File: src/sv/rtc_pkg.sv
// Shared types and constants for the real-time counter block.
// Holds the request kinds, the register map and the beat structs.
// No dependencies.
package rtc_pkg;

	typedef enum logic [1:0] {
		REQ_READ  = 2'd0,
		REQ_WRITE = 2'd1,
		REQ_TICK  = 2'd2,
		REQ_NOP   = 2'd3
	} req_t;

	localparam logic [4:0] SEL_TASK_START  = 5'd0;
	localparam logic [4:0] SEL_TASK_STOP   = 5'd1;
	localparam logic [4:0] SEL_TASK_CLEAR  = 5'd2;
	localparam logic [4:0] SEL_TASK_TRIGOV = 5'd3;
	localparam logic [4:0] SEL_EVENT0      = 5'd4;
	localparam logic [4:0] SEL_INTENSET    = 5'd10;
	localparam logic [4:0] SEL_INTENCLR    = 5'd11;
	localparam logic [4:0] SEL_EVTEN       = 5'd12;
	localparam logic [4:0] SEL_EVTENSET    = 5'd13;
	localparam logic [4:0] SEL_EVTENCLR    = 5'd14;
	localparam logic [4:0] SEL_COUNTER     = 5'd15;
	localparam logic [4:0] SEL_PRESCALER   = 5'd16;
	localparam logic [4:0] SEL_CC0         = 5'd17;
	localparam logic [4:0] SEL_POWER       = 5'd21;

	// Slots the register map offers for event flags and compare registers.
	localparam int EV_SLOTS = 6;
	localparam int CC_SLOTS = 4;

	localparam int EV_TICK  = 0;
	localparam int EV_OVF   = 1;
	localparam int EV_CMP0  = 2;
	localparam int IEN_CMP0 = 16;

	typedef struct packed {
		logic [31:0] wdata;
		logic [4:0]  reg_sel;
		req_t        req_type;
	} item_t;

	typedef struct packed {
		logic        access_error;
		logic        irq;
		logic [31:0] rdata;
	} result_t;

endpackage

File: src/sv/rtc_core.sv
// State and register logic of the real-time counter: count, prescaler,
// compare registers, event flags and enables. Updates once per item.
// Depends on rtc_pkg.
module rtc_core #(
	parameter int COUNT_BITS    = 24,
	parameter int PRESCALE_BITS = 12,
	parameter int NUM_COMPARE   = 4
) (
	input  logic             clk,
	input  logic             arst_n,
	input  logic             item_fire,
	input  rtc_pkg::item_t   item,
	output rtc_pkg::result_t result
);
	import rtc_pkg::*;

	localparam int EVF_W  = NUM_COMPARE + 2;
	localparam int EV_MAP = (EVF_W < EV_SLOTS) ? EVF_W : EV_SLOTS;
	localparam int CC_MAP = (NUM_COMPARE < CC_SLOTS) ? NUM_COMPARE : CC_SLOTS;

	logic [COUNT_BITS-1:0]    count_q, count_n;
	logic [PRESCALE_BITS-1:0] phase_q, phase_n;
	logic [PRESCALE_BITS-1:0] pval_q, pval_n;
	logic [COUNT_BITS-1:0]    cmp_q [NUM_COMPARE];
	logic [COUNT_BITS-1:0]    cmp_n [NUM_COMPARE];
	logic [EVF_W-1:0]         flags_q, flags_n;
	logic [31:0]              inten_q, inten_n;
	logic [31:0]              evten_q, evten_n;
	logic                     run_q, run_n;
	logic                     pwr_q, pwr_n;

	logic [31:0]           rdata;
	logic                  err;
	logic                  hit;
	logic                  irq;
	logic [COUNT_BITS-1:0] count_inc;

	assign count_inc = count_q + COUNT_BITS'(1);

	always_comb begin
		count_n = count_q;
		phase_n = phase_q;
		pval_n  = pval_q;
		cmp_n   = cmp_q;
		flags_n = flags_q;
		inten_n = inten_q;
		evten_n = evten_q;
		run_n   = run_q;
		pwr_n   = pwr_q;
		rdata   = '0;
		err     = 1'b0;
		hit     = 1'b0;
		case (item.req_type)
			REQ_READ: begin
				if (!pwr_q || item.reg_sel <= SEL_TASK_TRIGOV) begin
					err = 1'b1;
				end else begin
					for (int i = 0; i < EV_MAP; i++) begin
						if (item.reg_sel == SEL_EVENT0 + 5'(i)) begin
							rdata = 32'(flags_q[i]);
							hit   = 1'b1;
						end
					end
					for (int i = 0; i < CC_MAP; i++) begin
						if (item.reg_sel == SEL_CC0 + 5'(i)) begin
							rdata = 32'(cmp_q[i]);
							hit   = 1'b1;
						end
					end
					case (item.reg_sel)
						SEL_INTENSET, SEL_INTENCLR: rdata = inten_q;
						SEL_EVTEN, SEL_EVTENSET, SEL_EVTENCLR: rdata = evten_q;
						SEL_COUNTER:   rdata = 32'(count_q);
						SEL_PRESCALER: rdata = 32'(pval_q);
						SEL_POWER:     rdata = 32'(pwr_q);
						default:       err = !hit;
					endcase
				end
			end
			REQ_WRITE: begin
				if (!pwr_q && item.reg_sel != SEL_POWER) begin
					err = 1'b1;
				end else begin
					for (int i = 0; i < EV_MAP; i++) begin
						if (item.reg_sel == SEL_EVENT0 + 5'(i)) begin
							flags_n[i] = item.wdata[0];
							hit        = 1'b1;
						end
					end
					for (int i = 0; i < CC_MAP; i++) begin
						if (item.reg_sel == SEL_CC0 + 5'(i)) begin
							cmp_n[i]            = item.wdata[COUNT_BITS-1:0];
							flags_n[EV_CMP0 + i] = 1'b0;
							hit                 = 1'b1;
						end
					end
					case (item.reg_sel)
						SEL_TASK_START: begin
							if (item.wdata == 32'd1) begin
								run_n   = 1'b1;
								phase_n = '0;
							end
						end
						SEL_TASK_STOP: begin
							if (item.wdata == 32'd1) run_n = 1'b0;
						end
						SEL_TASK_CLEAR: begin
							if (item.wdata == 32'd1) begin
								count_n = '0;
								flags_n = '0;
								phase_n = '0;
							end
						end
						SEL_TASK_TRIGOV: begin
							if (item.wdata == 32'd1) count_n = {{(COUNT_BITS-1){1'b1}}, 1'b0};
						end
						SEL_INTENSET: inten_n = inten_q | item.wdata;
						SEL_INTENCLR: inten_n = inten_q & ~item.wdata;
						SEL_EVTENSET: evten_n = evten_q | item.wdata;
						SEL_EVTENCLR: evten_n = evten_q & ~item.wdata;
						SEL_PRESCALER: begin
							if (run_q) err = 1'b1;
							else       pval_n = item.wdata[PRESCALE_BITS-1:0];
						end
						SEL_POWER: begin
							pwr_n = item.wdata[0];
							if (!item.wdata[0]) begin
								run_n   = 1'b0;
								count_n = '0;
								phase_n = '0;
							end
						end
						// Read-only registers and unmapped selectors land here.
						default: err = !hit;
					endcase
				end
			end
			REQ_TICK: begin
				if (pwr_q && run_q) begin
					if (phase_q >= pval_q) begin
						phase_n           = '0;
						count_n           = count_inc;
						flags_n[EV_TICK]  = 1'b1;
						if (count_inc == '0) flags_n[EV_OVF] = 1'b1;
						for (int i = 0; i < NUM_COMPARE; i++) begin
							if (count_inc == cmp_q[i]) flags_n[EV_CMP0 + i] = 1'b1;
						end
					end else begin
						phase_n = phase_q + PRESCALE_BITS'(1);
					end
				end
			end
			default: ;
		endcase
	end

	always_comb begin
		irq = (flags_n[EV_TICK] & inten_n[0]) | (flags_n[EV_OVF] & inten_n[1]);
		for (int i = 0; i < NUM_COMPARE; i++) begin
			irq = irq | (flags_n[EV_CMP0 + i] & inten_n[IEN_CMP0 + i]);
		end
	end

	assign result.rdata        = rdata;
	assign result.irq          = irq;
	assign result.access_error = err;

	always_ff @(posedge clk or negedge arst_n) begin
		if (!arst_n) begin
			count_q <= '0;
			phase_q <= '0;
			pval_q  <= '0;
			for (int i = 0; i < NUM_COMPARE; i++) cmp_q[i] <= '0;
			flags_q <= '0;
			inten_q <= '0;
			evten_q <= '0;
			run_q   <= 1'b0;
			pwr_q   <= 1'b0;
		end else if (item_fire) begin
			count_q <= count_n;
			phase_q <= phase_n;
			pval_q  <= pval_n;
			cmp_q   <= cmp_n;
			flags_q <= flags_n;
			inten_q <= inten_n;
			evten_q <= evten_n;
			run_q   <= run_n;
			pwr_q   <= pwr_n;
		end
	end

endmodule

File: src/sv/rtc_counter_with_compare_events.sv
// Top level of the real-time counter: input register, counter core and
// result register. Depends on rtc_pkg and rtc_core.
//
// Usage: each input beat is a register read, a register write or one tick of
// the low-frequency clock. The request kind and register selector travel in
// s_axis_tuser, the write data in s_axis_tdata. Every input beat yields
// exactly one result beat carrying the read data, the interrupt line after
// the item and an access error flag.
// An accepted beat waits in the input register; when it advances, the counter
// state updates and the result is registered together.
// Throughput is one beat per cycle while results are taken; the only loop
// is the state update in rtc_core. The input side stays ready while a result
// waits, as long as the input register is empty; when m_axis_tready stays
// low, one beat waits in the input register and s_axis_tready then drops.
// After reset the block is powered off and stopped, with count, prescaler,
// compare registers, flags and enables all zero and no beat pending.
module rtc_counter_with_compare_events #(
	parameter int COUNT_BITS    = 24,
	parameter int PRESCALE_BITS = 12,
	parameter int NUM_COMPARE   = 4
) (
	input  logic        clk,
	input  logic        arst_n,
	input  logic        s_axis_tvalid,
	output logic        s_axis_tready,
	input  logic [31:0] s_axis_tdata,  // [31:0] wdata
	input  logic [6:0]  s_axis_tuser,  // [1:0] req_type, [6:2] reg_sel
	output logic        m_axis_tvalid,
	input  logic        m_axis_tready,
	output logic [31:0] m_axis_tdata,  // [31:0] rdata
	output logic [1:0]  m_axis_tuser   // [0] irq, [1] access_error
);
	import rtc_pkg::*;

	logic    valid_s1;
	item_t   item_s1;
	logic    out_valid_q;
	result_t out_q;
	result_t core_res;
	logic    advance;

	// The item in the input register moves on whenever the result slot is free.
	assign advance       = valid_s1 && (!out_valid_q || m_axis_tready);
	assign s_axis_tready = !valid_s1 || advance;

	always_ff @(posedge clk or negedge arst_n) begin
		if (!arst_n) begin
			valid_s1 <= 1'b0;
		end else if (s_axis_tready) begin
			valid_s1 <= s_axis_tvalid;
		end
	end

	always_ff @(posedge clk) begin
		if (s_axis_tready && s_axis_tvalid) begin
			item_s1.req_type <= req_t'(s_axis_tuser[1:0]);
			item_s1.reg_sel  <= s_axis_tuser[6:2];
			item_s1.wdata    <= s_axis_tdata;
		end
	end

	rtc_core #(
		.COUNT_BITS   (COUNT_BITS),
		.PRESCALE_BITS(PRESCALE_BITS),
		.NUM_COMPARE  (NUM_COMPARE)
	) u_core (
		.clk      (clk),
		.arst_n   (arst_n),
		.item_fire(advance),
		.item     (item_s1),
		.result   (core_res)
	);

	always_ff @(posedge clk or negedge arst_n) begin
		if (!arst_n) begin
			out_valid_q <= 1'b0;
		end else if (advance) begin
			out_valid_q <= 1'b1;
		end else if (m_axis_tready) begin
			out_valid_q <= 1'b0;
		end
	end

	always_ff @(posedge clk) begin
		if (advance) out_q <= core_res;
	end

	assign m_axis_tvalid   = out_valid_q;
	assign m_axis_tdata    = out_q.rdata;
	assign m_axis_tuser[0] = out_q.irq;
	assign m_axis_tuser[1] = out_q.access_error;

endmodule
File: config.mk
export PLATFORM = sky130hd
export DESIGN_NAME = rtc_counter_with_compare_events
export DESIGN_NICKNAME = d
export VERILOG_FILES = /design/src/sv/rtc_pkg.sv /design/src/sv/rtc_core.sv /design/src/sv/rtc_counter_with_compare_events.sv
export SDC_FILE = /design/constraint.sdc
export NUM_CORES = 1
export LEC_CHECK = 0
export BUFFER_PORTS_ARGS = -buffer_cell sky130_fd_sc_hd__buf_2
export CORE_ASPECT_RATIO = 1.2
export CORE_MARGIN = 1.5
export CORE_UTILIZATION = 29
export DETAILED_ROUTE_END_ITERATION = 8
export PLACE_DENSITY = 0.42
export SLEW_MARGIN = 40
export SYNTH_ARGS = -nofsm -noshare
export SYNTH_HDL_FRONTEND = slang
export SYNTH_SLANG_ARGS = --single-unit
File: constraint.sdc
create_clock -name clk -period 4.4 [get_ports clk]
set_input_delay 0.88 -clock clk [delete_from_list [all_inputs] [get_ports clk]]
set_output_delay 0.88 -clock clk [all_outputs]
set_load 0.005 [all_outputs]
* After elaboration in Yosys (flattened, before gate mapping)
Index checks and enable logic that the tools add are counted.
** Storage, ports and cells
- Word-level logic and storage cells :: 199
- Register bits after elaboration :: 291
** Operators by class
- Add/sub/neg operators :: 2
- $lt $le $gt $ge :: 2
- Bitwise gates (word level) :: 19
- Reduce and logical (&&, ||, !) cells :: 37
- Muxes and demuxes :: 77
- Eq/ne operators :: 41
** Operator list (count)
- $mux W24 :: 10
- $pmux W32 S5 :: 1
- $pmux W32 S2 :: 2
- $eq A24 B24 Y1 :: 4
- $pmux W24 S3 :: 1
- $and A32 B32 Y32 :: 2
- $or A32 B32 Y32 :: 2
- $mux W12 :: 5
- $pmux W12 S2 :: 2
- $pmux W24 S2 :: 1
- $mux W1 :: 44
- $eq A5 B4 Y1 const B :: 8
- $mux W20 :: 2
- $eq A32 B1 Y1 const B :: 1
- $not A32 Y32 :: 1
- $eq A5 B5 Y1 const B :: 6
- $mux W6 :: 5
- $reduce_and A4 Y1 :: 7
- $add A24 B1 Y24 const B :: 1
- $logic_not A24 Y1 :: 1
- $eq A5 B3 Y1 const B :: 4
- $reduce_and A7 Y1 :: 2
- $add A12 B1 Y12 const B :: 1
- $ge A12 B12 Y1 :: 1
- other kinds (30) :: 64

* Longest topological paths before layout
- Depth in word-level cells :: 17
- Depth in mapped cells :: 13

* Modules after synthesis
Synthesis repeated with hierarchy kept, for this count alone.
** Second synthesis, totals
- Cell total of the unflattened synthesis :: 1665
- Area, all modules :: 16333.2 µm²
** By module, submodules not included
- rtc_core :: instances 1, area each 14037.2 µm², cells an instance 1584
- rtc_counter_with_compare_events :: instances 1, area each 2296.0 µm², cells an instance 81

* Worst setup path before layout
Ideal clock, no wire load.
- Kind :: input -> register
- Start point :: in m_axis_tready
- End point :: reg u_core.count_q[8]
- Arrival time :: 3.590 ns
- Setup time :: 0.137 ns
- Stages on the path :: 12
- Slack :: 0.673 ns
- Required time :: 4.263 ns
- Path through :: nand2b_1 > nand2_1 > inv_1 > nand2_1 > a221oi_1 > or3b_1 > buf_2 > nor2_2 > buf_2 > a21oi_1 > nor2_1 > a21oi_1
** On the way
- Longest elaborated chain between the ends :: 3
** Ends and longest elaborated chain
- from (decl) :: RTL line rtc_counter_with_compare_events.sv:29 : input logic m_axis_tready,
- $logic_or A1 B1 Y1 :: RTL line rtc_counter_with_compare_events.sv:43 : assign advance = valid_s1 && (!out_valid_q || m_axis_tready);
- $logic_and A1 B1 Y1 :: RTL line rtc_counter_with_compare_events.sv:43
- net advance :: RTL line rtc_counter_with_compare_events.sv:40 : logic advance;
- $reduce_and A9 Y1 (no source line)
- to (signal assigned) :: RTL line rtc_core.sv:180 : count_q <= count_n;
- to (decl) :: RTL line rtc_core.sv:21 : logic [COUNT_BITS-1:0] count_q, count_n;
The timed path passes the listed nets, and every way through them passes these cells.
A chain may end at the register's enable or synchronous reset.

* Final worst setup path
- Start point :: reg u_core.count_q[0]
- End point :: reg u_core.flags_q[3]
** On the way
- Longest elaborated chain between the ends :: 6
** Ends and longest elaborated chain
- $add A24 B1 Y24 :: RTL line rtc_core.sv:38 : assign count_inc = count_q + COUNT_BITS'(1);
- $eq A24 B24 Y1 :: RTL line rtc_core.sv:146 : if (count_inc == cmp_q[i]) flags_n[EV_CMP0 + i] = 1'b1;
- $mux W1 :: RTL line rtc_core.sv:146
- $mux W6 :: RTL line rtc_core.sv:140 : if (phase_q >= pval_q) begin
- $mux W6 :: RTL line rtc_core.sv:139 : if (pwr_q && run_q) begin
- $pmux W6 S2 :: RTL line rtc_core.sv:53 : case (item.req_type)
- to (signal assigned) :: RTL line rtc_core.sv:184 : flags_q <= flags_n;
- to (decl) :: RTL line rtc_core.sv:26 : logic [EVF_W-1:0] flags_q, flags_n;
Every way passes these cells.

==> results.md <==
- Vias in the first global route: 13558
- Dpl hpwl: 44.1 mm
- Final worst slack: 0.181 ns
- Port Buffers: 78
- Boundary pin count: 79
- Area Growth Syn to Fin: 14.9%
- Crit-path max FO: 12
- Synthesized flop and latch total: 291
- Worst slew pin tran: 0.756 ns
- Fmax: 237 MHz
- Post-route ant nets: 0
- Leak: 0.00752 uW
- Sink Count: 291
- Avg Cell Area, Syn: 10.1 um^2
- Worst hold path type: in -> async
- Clock root cell: clkbuf_16
- First-pass iteration count of the detailed router: 5
- Row count: 94
- Worst EP required: 4.88 ns
- Slew Limit Headroom: 0.496
- Worst R2R Start: u_core.count_q[0]
- Total global-route track usage: 0.215
- Hold Vio Cnt, Final: 0
- Crit. End Element: register
- Synth warn: 0
- Worst-Skew Late Latency: 0.55 ns
- Pin count of the biggest net entering global routing: 86
- Fin Clk Skew: 0.0132 ns
- First-pass GRT wire length: 91.9 mm
- Power Total: 8130 uW
- CP Launch Point: u_core.count_q[0]
- Routed wire length: 61.1 mm
- Startpoint Class: register
- Core Region: 55000 um^2
- Initial antenna violation count: 0
- Post-Syn Instances: 1607
- MaxCap Viol Count: 0
- Setup TNS: 0 ns
- Slew Limit Fails: 0
- Die Ht: 262 um
- Run status: complete, no violations
- Crit path to: u_core.flags_q[3]
- Post-synth ARST share: 0.749
- WL/cell: 25.4 um
- Final setup fails: 0
- Post-synthesis cell type count: 91
- ANT cells: 0
- Critical Path AT: 4.70 ns
- Post_cts resized: 0
- Pwr dens: 437 nW/um^2
- Die Span X: 219 um
- Share of layout cells above drive strength 1: 0.203
- Dominant synthesized flop cell: dfrtp_1
- Vias: 13418
- RSZ-0062 raised after global routing: false
- Post-CTS Setup Inserts: 0
- CTS Hold Bufs: 0
- Register area share after synthesis: 0.472
- Num CTS Buffers: 36
- Setup CP Type: reg -> reg
- Syn_nets: 1668
- Crit path time final: 4.22 ns
- Initial detailed-routing violation count: 1035
- Full die area: 57300 um^2
- Final GP Congestion: 0.909
- Mapped cell area: 16200 um^2
- DRC: 0
- Peak supply drop: 249 uV
- Clock-pin slew on the worst setup and hold paths: 0.06 ns
- Final Cycle Share: 0.959
- H-tree Lvls: 2
- EDFF count, synth: 73
- CTS tree: yes
- Via/cell ratio: 5.58
- Pre-CTS setup slack: 0.292 ns
- Gr ovfl total: 0
- R2r setup slk: 0.18 ns
- Post-layout nets: 1719
- Initial Util: 0.294
- Clock Tree Buf Depth: 3
- RR Endpoint: u_core.flags_q[3]
- Worst Reg-to-Reg Cells: 10
-- cells in the mapped netlist, types with 6 or more instances --
library cell / n / area share
nor3_1: 21 / 0.0065
a31oi_1: 46 / 0.018
o311ai_0: 6 / 0.0032
buf_2: 23 / 0.0071
o22ai_1: 27 / 0.010
or4_1: 12 / 0.0056
and3_1: 12 / 0.0046
o21ai_0: 72 / 0.022
or3_1: 9 / 0.0035
xor2_1: 38 / 0.021
a221oi_1: 42 / 0.023
a22oi_1: 11 / 0.0051
nor4_1: 21 / 0.0081
a21oi_1: 128 / 0.040
buf_4: 8 / 0.0037
xnor2_1: 55 / 0.030
edfxtp_1: 73 / 0.14
ha_1: 18 / 0.014
mux2_2: 110 / 0.077
nand2b_1: 15 / 0.0058
nor2_1: 87 / 0.020
a211oi_1: 6 / 0.0028
nand3_1: 35 / 0.011
clkbuf_1: 87 / 0.020
inv_1: 42 / 0.0097
nand2_1: 166 / 0.038
nand4_1: 25 / 0.0097
nand3b_1: 10 / 0.0046
and4_1: 7 / 0.0038
dfrtp_1: 218 / 0.34
a22o_1: 33 / 0.018
-- cell type report --
type                            instances  area [um^2]
Tap cell                              720          901
Inverter                               43          161
Multi-Input combinational cell       1146         7900
Clock inverter                         17          113
Timing Repair Buffer                  140          901
Sequential cell                       291         7650
Fill cell                            5744        36400
Clock buffer                           47          993
-- stage by stage --
stage | cells | area, um^2 | utilization | hold WS (ns)
detailed placement | 2340 | 17500 | 0.318 | 0.470
finish | 2404 | 18600 | 0.338 | 0.342
floorplan | 1607 | 16200 | - | 0.448
global route | 2404 | 18600 | 0.338 | 0.392
CTS | 2404 | 18600 | 0.338 | 0.364
global placement | 2338 | 17500 | 0.318 | 0.461
-- report_power, final --
part / internal, uW / total, uW / switching, uW
clock network: 1650 / 2860 / 1210
registers: 2950 / 3380 / 428
logic: 698 / 1900 / 1200
total: 5300 / 8130 / 2830
-- logic make-up (layout without fill, tap and decap cells) --
logic type | after synthesis | after routing | synth area share
flip-flops | 291 | 291 | 0.472
XOR/XNOR | 99 | 99 | 0.0586
AO/OA/AOI/OAI | 451 | 451 | 0.185
buffers and inverters | 170 | 247 | 0.0434
adder cells (fa/ha/maj) | 18 | 18 | 0.0139
AND/OR/NAND/NOR | 464 | 464 | 0.147
multiplexers | 114 | 114 | 0.0797
-- layout by cell type, fill, tap and decap left out, types with 12 or more instances in the layout --
master and n:
a22o_1 33, o22ai_1 27, nor2_1 82, buf_2 78, nand4_1 25, and3_1 12, a31oi_1 46, a21oi_1 128
clkbuf_16 37, nand3_1 35, xnor2_1 55, buf_4 58, nand2_1 166, a221oi_1 42, nor3_1 20, or4_1 12
edfxtp_1 73, mux2_2 110, o21ai_0 72, ha_1 18, nand2b_1 15, nor4_1 20, inv_1 41, dfrtp_1 218
xor2_1 38
-- layer usage --
layer  GRT usage  wire (um)
met3      0.0218       2230
met1       0.284      26800
met5           0          0
met4      0.0776       2040
met2       0.366      30000
-- worst max-delay path: stages (launching register included) --
cell	delay, ns
dfrtp_1	0.63
ha_1	0.44
and3_1	0.56
and3_1	0.40
o311ai_0	0.22
or4bb_1	0.57
a2111oi_0	0.63
and4_1	0.36
a31oi_1	0.09
nor2_1	0.10
o32a_1	0.15
-- how the worst min path moves through the flow --
stage                             from            endpoint  slack, ns  cells after the start
global route                    arst_n  u_core.inten_q[26]       0.39                      1
global placement    u_core.inten_q[10]  u_core.inten_q[10]       0.46                      2
CTS                             arst_n  u_core.inten_q[26]       0.36                      1
finish                          arst_n  u_core.inten_q[26]       0.34                      1
floorplan            u_core.inten_q[4]   u_core.inten_q[4]       0.45                      2
detailed placement   u_core.inten_q[2]   u_core.inten_q[2]       0.47                      2
(Power assumes the default switching activity.)
